<file path="config.mk">
export PLATFORM = sky130hd
export DESIGN_NAME = chunked_body_decoder_flat
export DESIGN_NICKNAME = d
export VERILOG_FILES = /design/src/rtl/core/cbd_pkg.sv /design/src/rtl/core/cbd_if.sv /design/src/rtl/core/cbd_step.sv /design/src/rtl/core/chunked_body_decoder.sv /design/src/flat_wrapper.sv
export SDC_FILE = /design/constraint.sdc
export NUM_CORES = 1
export LEC_CHECK = 0
export ABC_CLOCK_PERIOD_IN_PS = 3790
export CAP_MARGIN = 20
export CORE_ASPECT_RATIO = 1.25
export CORE_MARGIN = 2
export CORE_UTILIZATION = 35
export CTS_CLUSTER_DIAMETER = 80
export DETAILED_ROUTE_END_ITERATION = 7
export DONT_BUFFER_PORTS = 1
export GPL_TIMING_DRIVEN = 0
export SLEW_MARGIN = 20
export SYNTH_ARGS = -nofsm -noshare
export SYNTH_HDL_FRONTEND = slang
export SYNTH_SLANG_ARGS = --single-unit
export TNS_END_PERCENT = 50
</file>
<file path="constraint.sdc">
create_clock -name i_clk -period 3.79 [get_ports i_clk]
set_clock_uncertainty 0.1 [all_clocks]
set_input_delay 0 -clock i_clk [delete_from_list [all_inputs] [get_ports i_clk]]
set_output_delay 0 -clock i_clk [all_outputs]
set_load 0.005 [all_outputs]
</file>
<file path="src/rtl/core/cbd_pkg.sv">
// Shared types, codes and helpers of the chunked body decoder.
package cbd_pkg;

    localparam int LENGTH_BITS_DEF = 32;

    // Decoder phases.
    localparam logic [3:0] PH_LEN     = 4'd0;
    localparam logic [3:0] PH_LEN_LF  = 4'd1;
    localparam logic [3:0] PH_DATA    = 4'd2;
    localparam logic [3:0] PH_DATA_CR = 4'd3;
    localparam logic [3:0] PH_DATA_LF = 4'd4;
    localparam logic [3:0] PH_FIN_CR  = 4'd5;
    localparam logic [3:0] PH_FIN_LF  = 4'd6;
    localparam logic [3:0] PH_DONE    = 4'd7;
    localparam logic [3:0] PH_FAILED  = 4'd8;

    localparam logic [7:0] CH_CR = 8'h0D;
    localparam logic [7:0] CH_LF = 8'h0A;

    localparam logic [1:0] ST_BUSY   = 2'd0;
    localparam logic [1:0] ST_DONE   = 2'd1;
    localparam logic [1:0] ST_FAILED = 2'd2;

    localparam logic [2:0] FC_NONE      = 3'd0;
    localparam logic [2:0] FC_BAD_LEN   = 3'd1;
    localparam logic [2:0] FC_BAD_CHUNK = 3'd2;
    localparam logic [2:0] FC_BAD_FINAL = 3'd3;
    localparam logic [2:0] FC_OVERFLOW  = 3'd4;

    typedef struct packed {
        logic [7:0] payload_byte;
        logic       payload_valid;
        logic [1:0] status;
        logic [2:0] fail_cause;
    } t_result;

    // Returns {is_hex, digit value}.
    function automatic logic [4:0] hex_digit(input logic [7:0] c);
        logic [4:0] res;
        res = 5'd0;
        if (c inside {[8'h30:8'h39]}) begin
            res = {1'b1, c[3:0]};
        end else if (c inside {[8'h41:8'h46], [8'h61:8'h66]}) begin
            res = {1'b1, 4'(c[3:0] + 4'd9)};
        end
        return res;
    endfunction

endpackage

</file>
<file path="src/rtl/core/cbd_if.sv">
// Valid/ready channel interfaces for the decoder input and result streams.
interface cbd_in_if;
    logic       valid;
    logic       ready;
    logic [7:0] data_byte;
    logic       restart;

    modport source (output valid, output data_byte, output restart, input ready);
    modport sink   (input valid, input data_byte, input restart, output ready);
endinterface

interface cbd_out_if;
    logic       valid;
    logic       ready;
    logic [7:0] payload_byte;
    logic       payload_valid;
    logic [1:0] status;
    logic [2:0] fail_cause;

    modport source (output valid, output payload_byte, output payload_valid,
                    output status, output fail_cause, input ready);
    modport sink   (input valid, input payload_byte, input payload_valid,
                    input status, input fail_cause, output ready);
endinterface

</file>
<file path="src/rtl/core/cbd_step.sv">
// Next-state and result logic for one body byte of the chunked decoder.
module cbd_step import cbd_pkg::*; #(
    parameter int LENGTH_BITS = LENGTH_BITS_DEF
) (
    input  logic [3:0]             i_phase,
    input  logic [LENGTH_BITS-1:0] i_left,
    input  logic                   i_has_digit,
    input  logic [2:0]             i_fail,
    input  logic [7:0]             i_data_byte,
    input  logic                   i_restart,
    output logic [3:0]             o_phase,
    output logic [LENGTH_BITS-1:0] o_left,
    output logic                   o_has_digit,
    output logic [2:0]             o_fail,
    output t_result                o_result
);

    logic [3:0]             phase;
    logic [LENGTH_BITS-1:0] left;
    logic                   has_digit;
    logic [2:0]             fail;
    logic [4:0]             hex;
    logic [LENGTH_BITS-1:0] left_dec;
    logic                   pay;

    assign hex      = hex_digit(i_data_byte);
    assign left_dec = left - LENGTH_BITS'(1);

    always_comb begin
        // A restart request decodes this byte from the reset state.
        phase     = i_restart ? PH_LEN : i_phase;
        left      = i_restart ? '0 : i_left;
        has_digit = i_restart ? 1'b0 : i_has_digit;
        fail      = i_restart ? FC_NONE : i_fail;

        o_phase     = phase;
        o_left      = left;
        o_has_digit = has_digit;
        o_fail      = fail;
        pay         = 1'b0;

        case (phase)
            PH_LEN: begin
                if (i_data_byte == CH_CR) begin
                    if (has_digit) begin
                        o_phase = PH_LEN_LF;
                    end else begin
                        o_phase = PH_FAILED;
                        o_fail  = FC_BAD_LEN;
                    end
                end else if (!hex[4]) begin
                    o_phase = PH_FAILED;
                    o_fail  = FC_BAD_LEN;
                end else if (left[LENGTH_BITS-1 -: 4] != 4'd0) begin
                    o_phase = PH_FAILED;
                    o_fail  = FC_OVERFLOW;
                end else begin
                    o_left      = {left[LENGTH_BITS-5:0], hex[3:0]};
                    o_has_digit = 1'b1;
                end
            end
            PH_LEN_LF: begin
                if (i_data_byte != CH_LF) begin
                    o_phase = PH_FAILED;
                    o_fail  = FC_BAD_LEN;
                end else begin
                    o_has_digit = 1'b0;
                    o_phase     = (left == '0) ? PH_FIN_CR : PH_DATA;
                end
            end
            PH_DATA: begin
                pay    = 1'b1;
                o_left = left_dec;
                if (left_dec == '0) begin
                    o_phase = PH_DATA_CR;
                end
            end
            PH_DATA_CR: begin
                if (i_data_byte == CH_CR) begin
                    o_phase = PH_DATA_LF;
                end else begin
                    o_phase = PH_FAILED;
                    o_fail  = FC_BAD_CHUNK;
                end
            end
            PH_DATA_LF: begin
                if (i_data_byte == CH_LF) begin
                    o_phase = PH_LEN;
                end else begin
                    o_phase = PH_FAILED;
                    o_fail  = FC_BAD_CHUNK;
                end
            end
            PH_FIN_CR: begin
                if (i_data_byte == CH_CR) begin
                    o_phase = PH_FIN_LF;
                end else begin
                    o_phase = PH_FAILED;
                    o_fail  = FC_BAD_FINAL;
                end
            end
            PH_FIN_LF: begin
                if (i_data_byte == CH_LF) begin
                    o_phase = PH_DONE;
                end else begin
                    o_phase = PH_FAILED;
                    o_fail  = FC_BAD_FINAL;
                end
            end
            PH_DONE: begin
            end
            default: begin
                o_phase = PH_FAILED;
            end
        endcase

        o_result.payload_byte  = pay ? i_data_byte : 8'd0;
        o_result.payload_valid = pay;
        o_result.fail_cause    = o_fail;
        if (o_phase == PH_DONE) begin
            o_result.status = ST_DONE;
        end else if (o_phase == PH_FAILED) begin
            o_result.status = ST_FAILED;
        end else begin
            o_result.status = ST_BUSY;
        end
    end

endmodule

</file>
<file path="src/rtl/core/chunked_body_decoder.sv">
// Top level of the HTTP chunked transfer body decoder.
// Decodes one body byte per clock: every accepted request produces exactly one
// result in the next cycle, carrying the payload byte (when the byte was chunk
// payload), the status and the failure cause. The decoder state and a single
// result register are updated in the accepting cycle, so a new byte is taken
// every cycle as long as the result register is free or is being drained;
// so throughput is one byte per cycle. Set restart on the first byte of a new
// body; after completion or failure bytes are ignored until restart. Lengths
// up to LENGTH_BITS bits are accepted.
module chunked_body_decoder import cbd_pkg::*; #(
    parameter int LENGTH_BITS = LENGTH_BITS_DEF
) (
    input  logic      i_clk,
    input  logic      i_rst_n,
    cbd_in_if.sink    i_in,
    cbd_out_if.source o_out
);

    logic [3:0]             r_phase;
    logic [LENGTH_BITS-1:0] r_left;
    logic                   r_has_digit;
    logic [2:0]             r_fail;
    t_result                r_out;
    logic                   r_out_valid;

    logic [3:0]             n_phase;
    logic [LENGTH_BITS-1:0] n_left;
    logic                   n_has_digit;
    logic [2:0]             n_fail;
    t_result                n_out;
    logic                   in_acc;

    cbd_step #(.LENGTH_BITS(LENGTH_BITS)) u_step (
        .i_phase     (r_phase),
        .i_left      (r_left),
        .i_has_digit (r_has_digit),
        .i_fail      (r_fail),
        .i_data_byte (i_in.data_byte),
        .i_restart   (i_in.restart),
        .o_phase     (n_phase),
        .o_left      (n_left),
        .o_has_digit (n_has_digit),
        .o_fail      (n_fail),
        .o_result    (n_out)
    );

    assign i_in.ready = !r_out_valid || o_out.ready;
    assign in_acc     = i_in.valid && i_in.ready;

    always_ff @(posedge i_clk) begin
        if (!i_rst_n) begin
            r_phase     <= PH_LEN;
            r_left      <= '0;
            r_has_digit <= 1'b0;
            r_fail      <= FC_NONE;
            r_out_valid <= 1'b0;
        end else begin
            if (in_acc) begin
                r_phase     <= n_phase;
                r_left      <= n_left;
                r_has_digit <= n_has_digit;
                r_fail      <= n_fail;
                r_out_valid <= 1'b1;
            end else if (o_out.ready) begin
                r_out_valid <= 1'b0;
            end
        end
    end

    always_ff @(posedge i_clk) begin
        if (in_acc) begin
            r_out <= n_out;
        end
    end

    assign o_out.valid         = r_out_valid;
    assign o_out.payload_byte  = r_out.payload_byte;
    assign o_out.payload_valid = r_out.payload_valid;
    assign o_out.status        = r_out.status;
    assign o_out.fail_cause    = r_out.fail_cause;

    // Payload is only ever delivered while the body is still in progress.
    a_payload_busy: assert property (@(posedge i_clk) disable iff (!i_rst_n)
        o_out.valid && o_out.payload_valid |-> o_out.status == ST_BUSY)
        else $error("payload delivered outside an open body");

    // A failure cause is reported exactly when the status says failed.
    a_cause_status: assert property (@(posedge i_clk) disable iff (!i_rst_n)
        o_out.valid |-> ((o_out.fail_cause != FC_NONE) == (o_out.status == ST_FAILED)))
        else $error("fail cause and status disagree");

    // The data phase is never entered or held with no bytes left.
    a_data_left: assert property (@(posedge i_clk) disable iff (!i_rst_n)
        r_phase == PH_DATA |-> r_left != '0)
        else $error("data phase with zero bytes left");

    // Every accepted request leaves a result waiting in the next cycle.
    a_result_follows: assert property (@(posedge i_clk) disable iff (!i_rst_n)
        in_acc |=> r_out_valid)
        else $error("accepted request produced no result");

endmodule

</file>
<file path="src/flat_wrapper.sv">
// flat-port wrapper written by rule: the top's interface ports become plain ports
module chunked_body_decoder_flat import cbd_pkg::*;
#(
    parameter int LENGTH_BITS = LENGTH_BITS_DEF
)
  (i_clk, i_rst_n, i_in_valid, i_in_data_byte, i_in_restart, i_in_ready, o_out_valid, o_out_payload_byte, o_out_payload_valid, o_out_status, o_out_fail_cause, o_out_ready);
  cbd_in_if i_in_i ();
  cbd_out_if o_out_i ();
  input  logic i_clk;
  input  logic i_rst_n;
  input wire logic [$bits(i_in_i.valid)-1:0] i_in_valid;
  input wire logic [$bits(i_in_i.data_byte)-1:0] i_in_data_byte;
  input wire logic [$bits(i_in_i.restart)-1:0] i_in_restart;
  output wire logic [$bits(i_in_i.ready)-1:0] i_in_ready;
  output wire logic [$bits(o_out_i.valid)-1:0] o_out_valid;
  output wire logic [$bits(o_out_i.payload_byte)-1:0] o_out_payload_byte;
  output wire logic [$bits(o_out_i.payload_valid)-1:0] o_out_payload_valid;
  output wire logic [$bits(o_out_i.status)-1:0] o_out_status;
  output wire logic [$bits(o_out_i.fail_cause)-1:0] o_out_fail_cause;
  input wire logic [$bits(o_out_i.ready)-1:0] o_out_ready;
  assign i_in_i.valid = i_in_valid;
  assign i_in_i.data_byte = i_in_data_byte;
  assign i_in_i.restart = i_in_restart;
  assign i_in_ready = i_in_i.ready;
  assign o_out_valid = o_out_i.valid;
  assign o_out_payload_byte = o_out_i.payload_byte;
  assign o_out_payload_valid = o_out_i.payload_valid;
  assign o_out_status = o_out_i.status;
  assign o_out_fail_cause = o_out_i.fail_cause;
  assign o_out_i.ready = o_out_ready;
  chunked_body_decoder #(.LENGTH_BITS(LENGTH_BITS)) u_core (.i_clk(i_clk), .i_rst_n(i_rst_n), .i_in(i_in_i), .o_out(o_out_i));
endmodule
</file>
* Word level (Yosys, flattened, before mapping)
Cells that the tools add are included.
** Word-level totals
- Output and inout bits :: 16
- Register bits after elaboration :: 55
- Word-level logic and storage cells :: 82
- Bits of input ports :: 13
** Cells by class
- Magnitude comparators :: 6
- Mux-type cells :: 41
- Reductions and logical operators :: 12
- $add $sub $neg :: 2
- Equality and inequality tests :: 12
** Operator list (count)
- $mux W32 :: 4
- $logic_not A32 Y1 :: 2
- $pmux W32 S2 :: 1
- $mux W4 :: 11
- $mux W3 :: 11
- $pmux W4 S8 :: 1
- $sub A32 B1 Y32 const B :: 1
- $eq A4 B3 Y1 const B :: 5
- $pmux W3 S6 :: 1
- $eq A8 B4 Y1 const B :: 2
- $ge A8 B7 Y1 const B :: 2
- $le A8 B7 Y1 const B :: 2
- $mux W5 :: 2
- $eq A4 B2 Y1 const B :: 2
- $ge A8 B6 Y1 const B :: 1
- $le A8 B6 Y1 const B :: 1
- $mux W1 :: 8
- $ne A8 B4 Y1 const B :: 1
- $add A4 B4 Y4 const B :: 1
- $eq A4 B1 Y1 const B :: 1
- $eq A4 B4 Y1 const B :: 1
- $logic_and A1 B1 Y1 :: 4
- $logic_not A4 Y1 :: 1
- $reduce_bool A2 Y1 :: 2
- 5 further kinds :: 5

* Longest topological paths before layout
- Depth after elaboration :: 10
- Mapped depth :: 14
- Mapped depth without buffers :: 10

* Cells and area by module
Synthesis repeated with hierarchy kept, for this count alone.
** Unflattened totals
- Cells, all modules :: 608
- Area, all modules :: 4614.4 um^2
** By module, submodules not included
- cbd_step :: cells each 415, area each 2511.2 um^2, times used 1, seq. area each 0.0 um^2
- chunked_body_decoder :: cells each 193, area each 2103.3 um^2, times used 1, seq. area each 1241.2 um^2

* Worst setup path before layout
No wires, ideal clock.
- Path kind :: input-to-reg
- Start point :: input i_in_restart
- End point :: register u_core.r_phase[0]
- Path slack :: 0.766 ns
- Path buffers :: 4
- Setup time :: 0.069 ns
- Stages on the path :: 13
- Data required time :: 3.621 ns
- Data arrival time :: 2.855 ns
- Path through :: clkbuf_1 > clkbuf_1 > clkbuf_1 > nor2b_1 > inv_1 > ha_1 > clkbuf_1 > nor2b_1 > a32oi_1 > or4b_1 > nor4_1 > nand4_1 > o21ai_1
** On the way
- Word-level cells in the longest chain between the ends :: 6
- Elaborated cells on any way between the ends :: 23
- Classes of those cells :: add/sub: 1; eq/ne: 7; mux: 11; reduce/logical: 4
** RTL lines
- start, declared :: line flat_wrapper.sv:13 : input wire logic [$bits(i_in_i.restart)-1:0] i_in_restart;
- branches (longest 5 deep; another with $sub A32 B1 Y32)
- $pmux W4 S8 (*) :: line cbd_step.sv:42 : case (phase)
- end signal, assigned :: line chunked_body_decoder.sv:59 : r_phase <= n_phase;
- end, declared :: line chunked_body_decoder.sv:19 : logic [3:0] r_phase;
Every way passes the cells marked *.
A chain may end at the register's enable or synchronous reset.

* Worst setup path after layout
Ends and elaborated chain as after synthesis.

==> flow_metrics.py <==
metrics = {
    "synthesis": {
        "syn_inst": 584,
        "synth-edff-count": 14,
        "synth_top_area_cell": "dfxtp_1",
        "yosysTopAreaCellShare_pct": 18.74,
        "synthArstFlopShare_pct": 0,
        "netlist_area_sq_um": 4380,
        "ys_types": 75,
        "ys_ff_latch": 55,
        "ys_seq_area_share_pct": 28.33,
        "synth_warnings": 0,
        "synth_common_cells": "nand2_1, nor2_1, a21oi_1, dfxtp_1, o21ai_0",
        "syn_area_per_cell_sq_um": 7.501,
        "yosysMostFrequentCell": "nand2_1",
        "synth.area.top_cells": "dfxtp_1, edfxtp_1, a21oi_1",
        "ys.flop_type": "dfxtp_1",
        "syn-num-nets": 604,
    },
    "global_routing": {
        "antenna_found_initial": 0,
        "grt_remaining_overflow": 0,
        "grt_max_degree": 24,
        "grt_pass1_vias": 4752,
        "grt_pass1_wl_mm": 26.23,
        "grt_usage_pct": 24.86,
    },
    "critical_path": {
        "worstPathRequired_ps": 3930,
        "reg2reg_from": "u_core.r_left[0]",
        "critPathKind": "in -> reg",
        "crit_arrival_ps": 3840,
        "critPathLaunchType": "input port",
        "startpoint": "i_in_restart",
        "crit_fanout": 10,
        "worst_setup_path_end_kind": "flop",
    },
    "final_layout": {
        "drive_gt1_share_pct": 7.654,
        "final_nets": 620,
        "finish.utilization_pct": 39.95,
        "syn_to_final_growth_pct": 10.91,
        "nFillCells": 1304,
        "seqCellArea_sq_um": 1241,
        "diodes": 0,
        "multi_input_area_sq_um": 2843,
    },
    "floorplan": {
        "placementRows": 45,
        "dieArea_sq_um": 13430,
        "die_w_um": 104.1,
        "start_util_pct": 36.02,
        "core_area_sq_um": 12160,
        "io_pins": 29,
        "die_h_um": 129.1,
    },
    "cts": {
        "cts_max_level": 2,
        "clockBufferDepth": 2,
        "cts.sinks": 55,
        "clk_latency_ps": 310,
        "cts_tree": "done",
        "root_buffer": "clkbuf_16",
        "clk_pin_slew_worst_paths_ps": 80,
        "cts_buffers": 5,
    },
    "power": {
        "ir_drop_uv": 210.4,
        "netSwitchingFraction_pct": 35.35,
        "p_sw_mw": 0.6095,
        "power.share.sequential_pct": 38.1,
        "power_mw": 1.724,
        "power_frac_comb_pct": 29.5,
        "p_leak_nw": 1.799,
        "power_density_nw_per_um2": 354.9,
        "p_int_mw": 1.115,
        "p_clk_share_pct": 32.4,
    },
    "timing": {
        "relSlewSlack_pct": 37.23,
        "hold_viol": 0,
        "slew_viol_final": 0,
        "rsz0062_at_grt": "false",
        "timing.fmax_mhz": 270.3,
        "period_minus_slack_ps": 3699,
        "tightest_slew_ps": 931.8,
        "setup_viol": 0,
        "min_period_over_period_pct": 97.61,
    },
    "placed_design": {
        "io_buffers": 0,
        "gp_congestion": 1.027,
        "hpwl_mm": 12.20,
    },
    "detailed_routing": {
        "drt_iter0_drc": 610,
        "route.vias.total": 4933,
        "wl_mm": 16.86,
        "ant_nets": 0,
        "wire_per_inst_um": 22.04,
        "firstDrtPassIters": 6,
        "drc": 0,
        "viasPerCell": 6.448,
    },
    "run": {
        "cap_violations": 0,
    },
    "min_path": {
        "hold_path_class": "in -> reg",
        "hold_start": "i_in_data_byte[2]",
    },
    "status": {
        "status": "complete, no violations",
    },
}
cells by family after synthesis:
kind of cell,synth area share [%]
adders and majority gates,1.999
buffers and inverters,6.826
xor gates and xnor gates,1.800
and+or+nand+nor,27.45
DFF,28.33
AOI/OAI and AO/OA,30.76
muxes,2.828
cell type report:
cell class,count,share of cell area (%)
Clock buffer,5,2.575
Clock inverter,3,0.9529
Buffer,51,4.661
Multi-Input combinational cell,458,58.51
Inverter,19,1.468
Sequential cell,55,25.55
Timing Repair Buffer,10,2.060
Tap cell,164,4.224
flip-flops by register name (all words and copies together), names as in the netlist, 2 cells and up:
signal                     cells
u_core.o_out.status            2
u_core.o_out.fail_cause        3
u_core.r_fail                  3
u_core.r_phase                 4
u_core.o_out.payload_byte      8
u_core.r_left                 32
final timing paths:
check             cells past startpoint            endpoint  slack [ps]
hold reg to reg                       2  u_core.r_has_digit         360
setup / recovery                     12   u_core.r_phase[0]          90
hold / removal                        3    u_core.r_left[2]          60
setup reg to reg                     10   u_core.r_phase[0]         190
metal layers:
| layer | vias to the layer above | wire length (um) | track usage, % |
|---|---|---|---|
| met5 | - | 0 | 0 |
| li1 | 2216 | - | - |
| met4 | 0 | 924 | 15.74 |
| met2 | 284 | 8183 | 43.54 |
| met1 | 2367 | 6657 | 28.91 |
| met3 | 66 | 1097 | 3.270 |
power groups by stage:
| stage | Combinational (mW) | Clock (mW) | Sequential (mW) |
|---|---|---|---|
| after floorplan | 0.349 | 0 | 0.662 |
| after global placement | 0.476 | 0 | 0.671 |
| after detailed placement | 0.480 | 0 | 0.671 |
| after CTS | 0.489 | 0.561 | 0.657 |
| after global routing | 0.543 | 0.585 | 0.661 |
| final | 0.508 | 0.558 | 0.658 |
stage by stage:
stage | cell area (sq um) | setup slack, ps | cells | setup TNS, ps | hold WS (ps)
after global routing | 4858 | 9.531 | 765 | 0 | 53.62
after global placement | 4586 | -900.4 | 748 | -2189 | 39.04
after detailed placement | 4587 | -867.5 | 748 | -2104 | 36.44
after CTS | 4856 | 119.7 | 765 | 0 | 25.24
after floorplan | 4380 | 766.2 | 584 | 0 | 29.47
final | 4858 | 90.67 | 765 | 0 | 57.76
what timing repair did:
item	in CTS	in global routing
setup buffers	0	0
gates resized for setup	1	1
endpoints found under the setup margin	2	1
endpoints found under the hold margin	10	0
hold buffers	10	0
pin swaps	0	0
critical path, stage by stage:
cell and delay [ps]:
clkbuf_1 320, inv_2 220, buf_1 320, nand2_1 270, ha_1 280, clkbuf_1 450
nor2b_2 450, a32oi_1 150, or4b_1 610, nor4_1 430, nand4_1 170, o21ai_1 160
cells in the final DEF (no fill, tap or decap), types with 14 or more instances in the layout:
cell type,count
edfxtp_1,14
nor2_1,54
dfxtp_1,41
nand2_1,55
clkbuf_1,35
inv_1,18
o21ai_0,41
a21oi_1,48
nor3_1,18
a22oi_1,20
nand3_1,20
Power figures use the tool's default switching activity.
